==> config.mk <==
export PLATFORM = sky130hd
export DESIGN_NAME = delimited_frame_extractor
export DESIGN_NICKNAME = d
export VERILOG_FILES = /design/src/sv/dfx_pkg.sv /design/src/sv/dfx_core.sv /design/src/sv/dfx_out.sv /design/src/sv/delimited_frame_extractor.sv
export SDC_FILE = /design/constraint.sdc
export NUM_CORES = 1
export LEC_CHECK = 0
export BUFFER_PORTS_ARGS = -buffer_cell sky130_fd_sc_hd__buf_2
export CORE_MARGIN = 1
export CORE_UTILIZATION = 56
export CTS_BUF_LIST = sky130_fd_sc_hd__clkbuf_8
export DETAILED_ROUTE_END_ITERATION = 16
export MAX_ROUTING_LAYER = met4
export PLACE_DENSITY = 0.79
export SLEW_MARGIN = 30
export SYNTH_ARGS = -nofsm -noshare
export SYNTH_HDL_FRONTEND = slang
export SYNTH_SLANG_ARGS = --single-unit
==> constraint.sdc <==
create_clock -name clock -period 3.9 [get_ports clock]
set_input_delay 0.78 -clock clock [delete_from_list [all_inputs] [get_ports clock]]
set_output_delay 0.78 -clock clock [all_outputs]
set_load 0.02 [all_outputs]
==> src/sv/dfx_pkg.sv <==
// Package for the delimited frame extractor: widths, reset values,
// register indexes, phase codes and the result struct shared by all modules.
// No dependencies.
package dfx_pkg;

   localparam int DATA_WIDTH          = 8;
   localparam int WIDE_WIDTH          = 16;
   localparam int FRAME_LEN_WIDTH     = 24;
   localparam int PATTERN_WIDTH       = 32;
   localparam int DEFAULT_COUNT_WIDTH = 24;
   localparam int CSR_INDEX_WIDTH     = 2;
   localparam int PHASE_COUNT_WIDTH   = 3;

   // delimiter length in bytes
   localparam logic [PHASE_COUNT_WIDTH-1:0] DELIM_BYTES = 3'd4;

   localparam logic [FRAME_LEN_WIDTH-1:0] FRAME_LEN_RESET     = 24'd4096;
   localparam logic [PATTERN_WIDTH-1:0]   START_PATTERN_RESET = '0;
   localparam logic [PATTERN_WIDTH-1:0]   END_PATTERN_RESET   = '0;

   // configuration register indexes
   localparam logic [CSR_INDEX_WIDTH-1:0] CSR_FRAME_LENGTH  = 2'd0;
   localparam logic [CSR_INDEX_WIDTH-1:0] CSR_START_PATTERN = 2'd1;
   localparam logic [CSR_INDEX_WIDTH-1:0] CSR_END_PATTERN   = 2'd2;

   typedef enum logic [1:0] {
      PH_HUNT    = 2'd0,
      PH_PAYLOAD = 2'd1,
      PH_TAIL    = 2'd2
   } phase_type;

   // one result beat handed from the core to the output stage
   typedef struct packed {
      logic                  valid;
      logic                  is_end;
      logic [DATA_WIDTH-1:0] data;
   } step_result_type;

endpackage

==> src/sv/dfx_core.sv <==
// Deframer core: phase state machine, delimiter window and payload counter.
// Depends on dfx_pkg.
module dfx_core #(
   parameter int COUNT_WIDTH = dfx_pkg::DEFAULT_COUNT_WIDTH
) (
   input  logic                                 clock,
   input  logic                                 reset,
   input  logic                                 fire,
   input  logic [dfx_pkg::DATA_WIDTH-1:0]       data_byte,
   input  logic [dfx_pkg::FRAME_LEN_WIDTH-1:0]  frame_length,
   input  logic [dfx_pkg::PATTERN_WIDTH-1:0]    start_pattern,
   input  logic [dfx_pkg::PATTERN_WIDTH-1:0]    end_pattern,
   output dfx_pkg::step_result_type             result
);
   import dfx_pkg::*;

   localparam int WIN_WIDTH = PATTERN_WIDTH - DATA_WIDTH;
   localparam int CMP_WIDTH =
      (COUNT_WIDTH > FRAME_LEN_WIDTH) ? COUNT_WIDTH : FRAME_LEN_WIDTH;
   localparam logic [COUNT_WIDTH-1:0] COUNT_MAX = {COUNT_WIDTH{1'b1}};

   phase_type                    phase_ff, phase_in;
   logic [WIN_WIDTH-1:0]         recent_ff, recent_in;
   logic [PHASE_COUNT_WIDTH-1:0] bip_ff, bip_in;
   logic [COUNT_WIDTH-1:0]       count_ff, count_in;

   logic [PATTERN_WIDTH-1:0]     window;
   logic [PHASE_COUNT_WIDTH-1:0] bip_inc;
   logic                         window_full;
   logic                         start_hit;
   logic                         end_hit;
   logic [COUNT_WIDTH-1:0]       count_inc;
   logic                         payload_done;

   // window and counter arithmetic
   always_comb begin
      window      = {recent_ff, data_byte};
      bip_inc     = (bip_ff >= DELIM_BYTES) ? bip_ff : bip_ff + 1'b1;
      window_full = (bip_inc >= DELIM_BYTES);
      start_hit   = window_full && (window == start_pattern);
      end_hit     = window_full && (window == end_pattern);
      count_inc   = (count_ff == COUNT_MAX) ? count_ff : count_ff + 1'b1;
      payload_done = (CMP_WIDTH'(count_inc) >= CMP_WIDTH'(frame_length)) ||
                     (count_inc == COUNT_MAX);
   end

   // next phase
   always_comb begin
      phase_in = phase_ff;
      if (fire) begin
         case (phase_ff)
            PH_PAYLOAD: begin
               if (payload_done) phase_in = PH_TAIL;
            end
            PH_TAIL: begin
               if (end_hit) phase_in = PH_HUNT;
            end
            default: begin
               if (start_hit) phase_in = PH_PAYLOAD;
            end
         endcase
      end
   end

   // datapath updates and result beat
   always_comb begin
      recent_in     = recent_ff;
      bip_in        = bip_ff;
      count_in      = count_ff;
      result.valid  = 1'b0;
      result.is_end = 1'b0;
      result.data   = '0;
      if (fire) begin
         case (phase_ff)
            PH_PAYLOAD: begin
               result.valid = 1'b1;
               result.data  = data_byte;
               count_in     = count_inc;
               if (payload_done) begin
                  recent_in = '0;
                  bip_in    = '0;
               end
            end
            PH_TAIL: begin
               if (end_hit) begin
                  result.valid  = 1'b1;
                  result.is_end = 1'b1;
                  count_in      = '0;
                  recent_in     = '0;
                  bip_in        = '0;
               end else begin
                  recent_in = window[WIN_WIDTH-1:0];
                  bip_in    = bip_inc;
               end
            end
            default: begin
               if (start_hit) begin
                  count_in  = '0;
                  recent_in = '0;
                  bip_in    = '0;
               end else begin
                  recent_in = window[WIN_WIDTH-1:0];
                  bip_in    = bip_inc;
               end
            end
         endcase
      end
   end

   // hold state between beats
   always_ff @(posedge clock) begin
      if (reset) begin
         phase_ff  <= PH_HUNT;
         recent_ff <= '0;
         bip_ff    <= '0;
         count_ff  <= '0;
      end else begin
         phase_ff  <= phase_in;
         recent_ff <= recent_in;
         bip_ff    <= bip_in;
         count_ff  <= count_in;
      end
   end

   a_end_from_tail: assert property (@(posedge clock) disable iff (reset)
      (result.valid && result.is_end) |-> (phase_ff == PH_TAIL))
      else $error("frame end raised outside tail phase");

   a_quiet_outside_payload: assert property (@(posedge clock) disable iff (reset)
      (result.valid && (phase_ff != PH_PAYLOAD)) |-> result.is_end)
      else $error("payload beat outside payload phase");

   a_payload_starts_clear: assert property (@(posedge clock) disable iff (reset)
      (fire && (phase_ff == PH_HUNT) && (phase_in == PH_PAYLOAD)) |=>
      ((count_ff == '0) && (bip_ff == '0)))
      else $error("payload phase entered with stale count");

   a_bip_saturates: assert property (@(posedge clock) disable iff (reset)
      bip_ff <= DELIM_BYTES)
      else $error("phase byte count beyond delimiter length");

endmodule

==> src/sv/dfx_out.sv <==
// Result register stage: holds one result beat until the sink takes it.
// Depends on dfx_pkg.
module dfx_out (
   input  logic                                 clock,
   input  logic                                 reset,
   input  dfx_pkg::step_result_type             result,
   output logic                                 can_load,
   output logic                                 rsp_valid,
   input  logic                                 rsp_ready,
   output logic                                 rsp_is_frame_end,
   output logic [dfx_pkg::DATA_WIDTH-1:0]       rsp_payload_byte,
   output logic [dfx_pkg::WIDE_WIDTH-1:0]       rsp_wide_pixel
);
   import dfx_pkg::*;

   logic                  valid_ff, valid_in;
   logic                  is_end_ff;
   logic [DATA_WIDTH-1:0] data_ff;

   // free when empty or draining this cycle
   assign can_load = !valid_ff || rsp_ready;

   always_comb begin
      valid_in = valid_ff;
      if (can_load) valid_in = result.valid;
   end

   // control register
   always_ff @(posedge clock) begin
      if (reset) begin
         valid_ff <= 1'b0;
      end else begin
         valid_ff <= valid_in;
      end
   end

   // payload register: load only a new beat
   always_ff @(posedge clock) begin
      if (can_load && result.valid) begin
         is_end_ff <= result.is_end;
         data_ff   <= result.data;
      end
   end

   assign rsp_valid        = valid_ff;
   assign rsp_is_frame_end = is_end_ff;
   assign rsp_payload_byte = data_ff;
   assign rsp_wide_pixel   = {data_ff, {(WIDE_WIDTH-DATA_WIDTH){1'b0}}};

   a_no_overwrite: assert property (@(posedge clock) disable iff (reset)
      (valid_ff && !rsp_ready) |-> !can_load)
      else $error("held result beat could be overwritten");

   a_end_carries_zero: assert property (@(posedge clock) disable iff (reset)
      (valid_ff && is_end_ff) |-> (data_ff == '0))
      else $error("frame end beat carries payload data");

endmodule

==> src/sv/delimited_frame_extractor.sv <==
// Top level of the delimited frame extractor: configuration registers,
// deframer core and result register. Depends on dfx_pkg, dfx_core, dfx_out.
//
//   channel | direction | ports                          | moves
//   req     | in        | req_valid/ready, req_data_byte | one received byte per beat
//   rsp     | out       | rsp_valid/ready, rsp_*         | payload byte or frame end
//   csr     | in        | csr_valid/ready, index, data   | one register write per beat
//
// One byte is taken per cycle while req_ready is high; any result it yields lands in
// the result register on the same edge and appears in the cycle after the byte is accepted.
// The single result register sets the rate: req_ready drops only while a
// result is held and rsp_ready is low. csr_ready is always high.
// Reset (synchronous) returns to start hunting with frame_length 4096 and
// both patterns zero.
module delimited_frame_extractor #(
   parameter int COUNT_WIDTH = dfx_pkg::DEFAULT_COUNT_WIDTH
) (
   input  logic                                 clock,
   input  logic                                 reset,
   input  logic                                 req_valid,
   output logic                                 req_ready,
   input  logic [dfx_pkg::DATA_WIDTH-1:0]       req_data_byte,
   output logic                                 rsp_valid,
   input  logic                                 rsp_ready,
   output logic                                 rsp_is_frame_end,
   output logic [dfx_pkg::DATA_WIDTH-1:0]       rsp_payload_byte,
   output logic [dfx_pkg::WIDE_WIDTH-1:0]       rsp_wide_pixel,
   input  logic                                 csr_valid,
   output logic                                 csr_ready,
   input  logic [dfx_pkg::CSR_INDEX_WIDTH-1:0]  csr_index,
   input  logic [dfx_pkg::PATTERN_WIDTH-1:0]    csr_data
);
   import dfx_pkg::*;

   logic [FRAME_LEN_WIDTH-1:0] frame_len_ff;
   logic [PATTERN_WIDTH-1:0]   start_pat_ff;
   logic [PATTERN_WIDTH-1:0]   end_pat_ff;
   logic                       can_load;
   logic                       req_fire;
   step_result_type            result;

   assign csr_ready = 1'b1;
   assign req_ready = can_load;
   assign req_fire  = req_valid && req_ready;

   // write configuration registers; drop unknown indexes
   always_ff @(posedge clock) begin
      if (reset) begin
         frame_len_ff <= FRAME_LEN_RESET;
         start_pat_ff <= START_PATTERN_RESET;
         end_pat_ff   <= END_PATTERN_RESET;
      end else if (csr_valid && csr_ready) begin
         case (csr_index)
            CSR_FRAME_LENGTH:  frame_len_ff <= csr_data[FRAME_LEN_WIDTH-1:0];
            CSR_START_PATTERN: start_pat_ff <= csr_data;
            CSR_END_PATTERN:   end_pat_ff   <= csr_data;
            default: ;
         endcase
      end
   end

   dfx_core #(
      .COUNT_WIDTH (COUNT_WIDTH)
   ) u_core (
      .clock         (clock),
      .reset         (reset),
      .fire          (req_fire),
      .data_byte     (req_data_byte),
      .frame_length  (frame_len_ff),
      .start_pattern (start_pat_ff),
      .end_pattern   (end_pat_ff),
      .result        (result)
   );

   dfx_out u_out (
      .clock            (clock),
      .reset            (reset),
      .result           (result),
      .can_load         (can_load),
      .rsp_valid        (rsp_valid),
      .rsp_ready        (rsp_ready),
      .rsp_is_frame_end (rsp_is_frame_end),
      .rsp_payload_byte (rsp_payload_byte),
      .rsp_wide_pixel   (rsp_wide_pixel)
   );

   a_result_from_beat: assert property (@(posedge clock) disable iff (reset)
      (rsp_valid && !$past(rsp_valid)) |-> $past(req_fire))
      else $error("result appeared without an accepted byte");

endmodule
==> results of run 1 <==
==> what timing repair did <==
action / 4_1_cts / 5_1_grt
setup endpoints to repair: 27 / 29
pin swaps: 0 / 13
gates resized for setup: 1 / 45
cloned: 1 / 3
setup buffers: 3 / 9
==> worst paths after layout <==
kind / startpoint / end / depth (start not counted)
setup / recovery: u_core.count_ff[16] / u_core.recent_ff[22] / 17
hold / removal: frame_len_ff[8] / frame_len_ff[8] / 2
setup reg to reg: u_core.count_ff[16] / u_core.recent_ff[22] / 17
hold reg to reg: frame_len_ff[8] / frame_len_ff[8] / 2
==> area by class of cell <==
cell class	count	share of cell area
Tap cell	180	0.0244
Clock buffer	20	0.0298
Inverter	37	0.0150
Multi-Input combinational cell	733	0.488
Clock inverter	11	0.0107
Timing Repair Buffer	131	0.0942
Sequential cell	151	0.338
==> layer usage <==
layer	routed length, um	vias up	GRT usage	share of wire
met2	9540	353	0.441	0.44
met5	0	-	-	0
met3	1730	41	0.0597	0.080
li1	-	3555	-	-
met4	447	0	0.0910	0.021
met1	9920	3477	0.420	0.46
==> metrics by stage <==
stage	instances	total power [mW]	setup TNS, ns	instance area [um^2]	setup WS [ns]
CTS	1251	3.06	0	8940	0.0188
global placement	1216	1.92	-0.000815	8530	-0.000815
global route	1263	3.16	-2.86	9240	-0.125
finish	1263	3.06	-0.000779	9240	-0.000779
detailed placement	1216	1.93	-0.788	8530	-0.0849
floorplan	1002	1.84	0	7960	0.0560
==> power groups by stage <==
| stage | Sequential (mW) | Combinational, mW | Clock, mW |
|---|---|---|---|
| after floorplan | 1.66 | 0.179 | 0 |
| after global placement | 1.67 | 0.257 | 0 |
| after detailed placement | 1.67 | 0.259 | 0 |
| after CTS | 1.63 | 0.263 | 1.16 |
| after global routing | 1.64 | 0.296 | 1.23 |
| final | 1.63 | 0.273 | 1.16 |
==> layout by cell type, fill, tap and decap left out, types with 7 or more instances in the layout <==
cell,n
nor2_1,15
and3_1,10
a21oi_1,120
nand4_1,10
o21ai_0,9
dfxtp_1,132
nor3_1,7
xnor2_1,15
nand2_1,245
clkbuf_8,20
inv_1,38
xor2_1,66
nand3_1,38
conb_1,9
buf_4,61
nor4_1,39
edfxtp_1,9
buf_2,65
ha_1,26
dfxtp_2,10
a31o_1,24
==> cells by family (layout without fill, tap and decap cells) <==
family | Yosys count | after routing
mux | 1 | 1
compound gates | 195 | 195
simple gates | 415 | 417
buf+inv | 120 | 199
fa+ha+maj | 29 | 29
xor+xnor | 82 | 82
other cells | 2 | 9
flops | 151 | 151
==> critical path: stages, from the launching register on <==
cell       delay [ns]
dfxtp_2          0.33
nand4_1          0.25
nor4_2           0.43
nand3_1          0.19
buf_12           0.18
buf_4            0.13
nand2_1          0.08
ha_1             0.25
o21ai_0          0.19
a21oi_1          0.11
a221oi_2         0.26
o41ai_2          0.13
a2111o_1         0.46
a31oi_4          0.20
buf_6            0.17
clkbuf_16        0.16
nor4_1           0.05
a31o_1           0.22
==> state kept, by name, summed over array words and instances, names as in the netlist <==
| name | cells |
|---|---|
| end_pat_ff | 32 |
| frame_len_ff | 24 |
| start_pat_ff | 32 |
| u_core.bip_ff | 3 |
| u_core.count_ff | 24 |
| u_core.phase_ff | 2 |
| u_core.recent_ff | 24 |
| u_out.rsp_is_frame_end | 1 |
| u_out.rsp_payload_byte | 8 |
| u_out.rsp_valid | 1 |
==> metrics.md, run 1 <==
| Metric | Value |
|---|---|
| Status | complete, but fails checks |
| Failing checks | negative setup slack |
| Post-synth EDFFs | 9 |
| Cts bufs inserted | 17 |
| P_int | 2.24 mW |
| Sinks on Clock Net | 151 |
| IO Port Bufs | 65 |
| Syn Inst Count | 995 |
| DRC Markers | 0 |
| Die area | about 15,000 um^2 |
| Post-route minimum period | 3.90 ns |
| 1st-iter DRT viols | 915 |
| Pin count of the biggest net entering global routing | 77 |
| Logic pwr share | 0.089 |
| Cell leakage power | about 3.8 nW |
| Final Max Tran Viols | 0 |
| CTS Hold Bufs | 0 |
| Synth Area in XOR/XNOR | 0.0906 |
| CTS Buffer Depth | 2 |
| DP HPWL | 14.7 mm |
| Setup WS post-layout | -0.000779 ns |
| Pwr per Cell Area | approximately 330 nW/um^2 |
| Reg2reg setup slack | -0.0008 ns |
| Skew-Pair Late Insertion Delay | ~0.47 ns |
| Clk network pwr share | 0.378 |
| Routed WL | 21.6 mm |
| Global-route wire length before repair | 33.1 mm |
| Peak VDD IR | 0.254 mV |
| Synth top area cells | dfxtp_1 (36%), nand2_1 (12%), a21oi_1 (7.6%) |
| Seq/Total Area, Yosys | 0.393 |
| Ys flop type | dfxtp_1 |
| Mux cell area share after synthesis | 0.00126 |
| Footprint of the multi-input gates | 4510 um^2 |
| FF+latch count, synth | around 150 |
| Grt ovf | 0 |
| Setup crit start kind | register |
| CP required | 4.26 ns |
| Worst Hold Class | register to register |
| Arrival @ worst endpoint | about 4.3 ns |
| CTS clk-pin slew, worst paths | ~0.08 ns |
| WHS | 0.461 ns |
| Final Core Density | 0.668 |
| Worst-margin pin slew | 0.936 ns |
| Async S/R FF share, synth | 0 |
| Share of Yosys cell area claimed by the top area cell type | 0.359 |
| Final setup viols | 1 |
| Avg Cell Area, Syn | between 7 and 8 um^2 |
| Compound-Gate Fraction of Synth Area | 0.151 |
| Final Cycle Share | 1.00 |
| Final Net Count | ~1,100 |
| Most frequent cells after synthesis | nand2_1 (251), dfxtp_1 (142), a21oi_1 (121) |
| RSZ-0062 raised after global routing | true |
| Synthesized area | between 7000 and 8000 um^2 |
| Most frequent cell after synthesis | nand2_1 |
| WS Path Type | register to register |
| Placer Congestion | 0.934 |
| Synth Area in Adders | 0.0458 |
| Vias | 7,426 |
| Routed wire per std cell | 17.1 um |
| # fillers | 1,117 |
| Number of global-route vias before repair | 6,454 |
| Root Driver | clkbuf_8 |
| Core Region | roughly 14,000 um^2 |
| Slew margin rel. | 0.374 |
| Endpoints failing hold | 0 |
| Synthesis Warnings | 0 |
| Power share of the sequential group | 0.533 |
| CP Capture Type | register |
| DR vias/cell | 5.88 |
| ANT cells | 0 |
| Synth Area in Simple Gates | 0.249 |
| FMAX | roughly 260 MHz |
| Sw frac | 0.267 |
| Largest family of logic cells by synthesized area | simple AND/OR/NAND/NOR gates |
| Synth cell types | 65 |
| Max_cap viols | 0 |
| Post-route ant nets | 0 |
| CTS H-tree depth | 4 |
| TritonRoute pass-1 iters | 5 |
| Die H | between 100 and 150 um |
| I/O pin total | 75 |
| Die width | 121 um |
| Sequential cell area | 3130 um^2 |
| Starting Density | 0.573 |
| Total GRT Usage | 0.302 |
| Row Count | 43 |
| CP Max Fanout | 9 |
| Share of layout cells above drive strength 1 | 0.193 |
| Syn-to-layout area delta | 16.5% |
| Leading area contributor after synthesis | dfxtp_1 |
| Initial antenna violation count | 0 |
| TritonCTS clock tree | yes |
| Skew final | around 0.014 ns |
| Psw | approximately 800 uW |
No activity file was read; power rests on OpenSTA's default activity.
==> run 2, diff against run 1 <==
--- a/config.mk
+++ b/config.mk
@@ -8,9 +8,9 @@
 export BUFFER_PORTS_ARGS = -buffer_cell sky130_fd_sc_hd__buf_2
 export CORE_MARGIN = 1
-export CORE_UTILIZATION = 56
+export CORE_UTILIZATION = 50
 export CTS_BUF_LIST = sky130_fd_sc_hd__clkbuf_8
 export DETAILED_ROUTE_END_ITERATION = 16
 export MAX_ROUTING_LAYER = met4
-export PLACE_DENSITY = 0.79
+export PLACE_DENSITY = 0.72
 export SLEW_MARGIN = 30
 export SYNTH_ARGS = -nofsm -noshare
==> constraint.sdc (replaced) <==
create_clock -name clock -period 3.9 [get_ports clock]
set_input_delay 0.78 -clock clock [delete_from_list [all_inputs] [get_ports clock]]
set_output_delay 0.78 -clock clock [all_outputs]
set_load 0.01 [all_outputs]
==> run 2 against run 1 <==
Compared with the run above: the flow still finishes with violations (negative setup slack); sequential cell count is the same; clock skew grew 0.0063 ns; via count shrank 1.3%; power grew 0.46%; utilization shrank 5.9 points; critical path depth shrank 1; final cell count grew 2.7%; wire length grew 2.6%; design area grew 0.91%; sequential power is essentially flat; non-clock buffer count grew 2; largest power group unchanged.
==> metrics.md, run 2 (same netlist as run 1, synthesis figures left out) <==
| Metric | Value |
|---|---|
| FMAX | approximately 250 MHz |
| Pwr per Cell Area | 330 nW/um^2 |
| Post-route minimum period | 3.92 ns |
| Total GRT Usage | 0.277 |
| DRC Markers | 0 |
| Worst R2R End | u_core.recent_ff[2] |
| Cts bufs inserted | 17 |
| CP Max Fanout | 8 |
| Cell leakage power | 3.85 nW |
| Initial antenna violation count | 0 |
| Share of layout cells above drive strength 1 | 0.192 |
| Failing checks | negative setup slack |
| Setup WS post-layout | -0.0239 ns |
| Worst-case reg-to-reg path depth | 16 |
| TritonCTS clock tree | yes |
| CTS clk-pin slew, worst paths | 0.08 ns |
| Sinks on Clock Net | 151 |
| Placer Congestion | 0.947 |
| Root Driver | clkbuf_8 |
| Grt ovf | 0 |
| Hold Path End | frame_len_ff[18] |
| Die H | 128 um |
| Post-route ant nets | 0 |
| Core Region | about 15,000 um^2 |
| Skew final | 0.0205 ns |
| FF-to-FF Start | u_core.count_ff[19] |
| Final setup viols | 5 |
| Peak VDD IR | 0.239 mV |
| Max_cap viols | 0 |
| Syn-to-layout area delta | 17.6% |
| Global-route wire length before repair | 34.2 mm |
| Most common cell after layout, fill and taps aside | nand2_1 |
| Routed WL | 22.2 mm |
| Endpoints failing hold | 0 |
| Hold Startpoint | frame_len_ff[18] |
| Fin Setup TNS | -0.0435 ns |
| Starting Density | 0.518 |
| Vias | 7,327 |
| WHS | 0.458 ns |
| 1st-iter DRT viols | roughly 760 |
| Die area | 16,400 um^2 |
| Tot Pwr | 3.07 mW |
| Hold path cells | 2 |
| Die width | 128 um |
| Routed wire per std cell | about 17 um |
| CP required | 4.25 ns |
| Status | complete, but fails checks |
| I/O pin total | 75 |
| Pin count of the biggest net entering global routing | between 80 and 90 |
| Skew-Pair Late Insertion Delay | 0.46 ns |
| Row Count | 45 |
| Commonest non-fill, non-tap cells in the layout | nand2_1 (251), dfxtp_1 (136), a21oi_1 (121), xor2_1 (64), buf_2 (64) |
| Final Cycle Share | 1.01 |
| DP HPWL | 15.2 mm |
| CTS Buffer Depth | 2 |
| ANT cells | 0 |
| Non-filler cells, final | 1,297 |
| # fillers | 1,401 |
| DR vias/cell | 5.65 |
| Reg2reg setup slack | -0.02 ns |
| Final Net Count | roughly 1,100 |
| Arrival @ worst endpoint | between 4 and 5 ns |
| Final Core Density | 0.609 |
| CP Capture Type | register |
| TritonRoute pass-1 iters | 5 |
| Slew margin rel. | 0.357 |
| Number of global-route vias before repair | 6,462 |
| Final Max Tran Viols | 0 |
| IO Port Bufs | 65 |
| Worst Hold Class | register to register |
| CTS H-tree depth | 4 |
| Biggest regs | end_pat_ff: 32 flops, start_pat_ff: 32 flops |
| DP Cell Count | 1,247 |
| Worst-margin pin slew | 0.962 ns |
| WS Path Type | register to register |
| Setup crit start kind | register |
run 2: changes by cell type in the layout (fill, tap and decap cells not counted), moves of 2 or more:
cell and delta:
nand2_1 +6, nor3_2 +2, nor3_1 -2, xor2_2 +2, nand4_2 -2, nand2_2 -3
buf_4 +2, dfxtp_2 -5, dfxtp_1 +4, clkbuf_8 -2, xor2_1 -2, nand2_4 -3
run 2: power breakdown:
group          internal [mW]  total, mW  switching, mW
clock network          0.527       1.17          0.644
logic                 0.0958      0.273          0.177
registers               1.59       1.63         0.0366
run 2: metrics by stage:
stage	instance area (um^2)	worst slack (ns)
finish	9320	-0.0239
global route	9320	-0.111
CTS	8990	0.0222
detailed placement	8560	-0.0708
global placement	8560	0.0496
floorplan	7960	0.0563
run 2: final cells by class:
cell class,instances,area [um^2],area share
clock buffers,18,248,0.0266
clock inverters,14,126,0.0136
inverters,37,139,0.0149
multi-input cells,733,4510,0.484
flip-flops and latches,151,3120,0.335
well taps,211,264,0.0283
repair buffers,133,910,0.0976
run 2: worst max-delay path by stage:
stage                              from                    to  cells past startpoint
finish              u_core.count_ff[19]   u_core.recent_ff[2]                     16
global route        u_core.count_ff[19]  u_core.recent_ff[20]                     16
CTS                 u_core.count_ff[19]      u_core.bip_ff[2]                     15
detailed placement   u_core.count_ff[7]   u_core.recent_ff[8]                     14
global placement     u_core.count_ff[7]  u_core.recent_ff[22]                     14
floorplan            u_core.count_ff[1]      u_core.bip_ff[2]                     16
run 2: per-layer routing:
metal,track usage,part of all wire
met2,0.397,0.44
met3,0.0551,0.073
met4,0.0907,0.020
met5,-,0
met1,0.388,0.47
run 2: repair_timing:
item / 4_1_cts / 5_1_grt
setup buffers: 1 / 12
pin swaps: 0 / 16
gates cloned: 1 / 4
setup endpoints to repair: 28 / 29
resized for setup: 10 / 32
hold buffers: 0 / 0
run 2: critical path: stages (launching register included):
cell	delay, ns
dfxtp_4	0.37
nand4_1	0.21
nor4_2	0.46
nand3_2	0.19
buf_12	0.18
nand2_1	0.09
ha_1	0.28
and4_4	0.20
a2111oi_4	0.32
o31a_1	0.21
o41ai_2	0.08
a2111o_1	0.47
a31oi_4	0.18
buf_12	0.14
buf_4	0.15
nor4_1	0.06
a31o_1	0.23
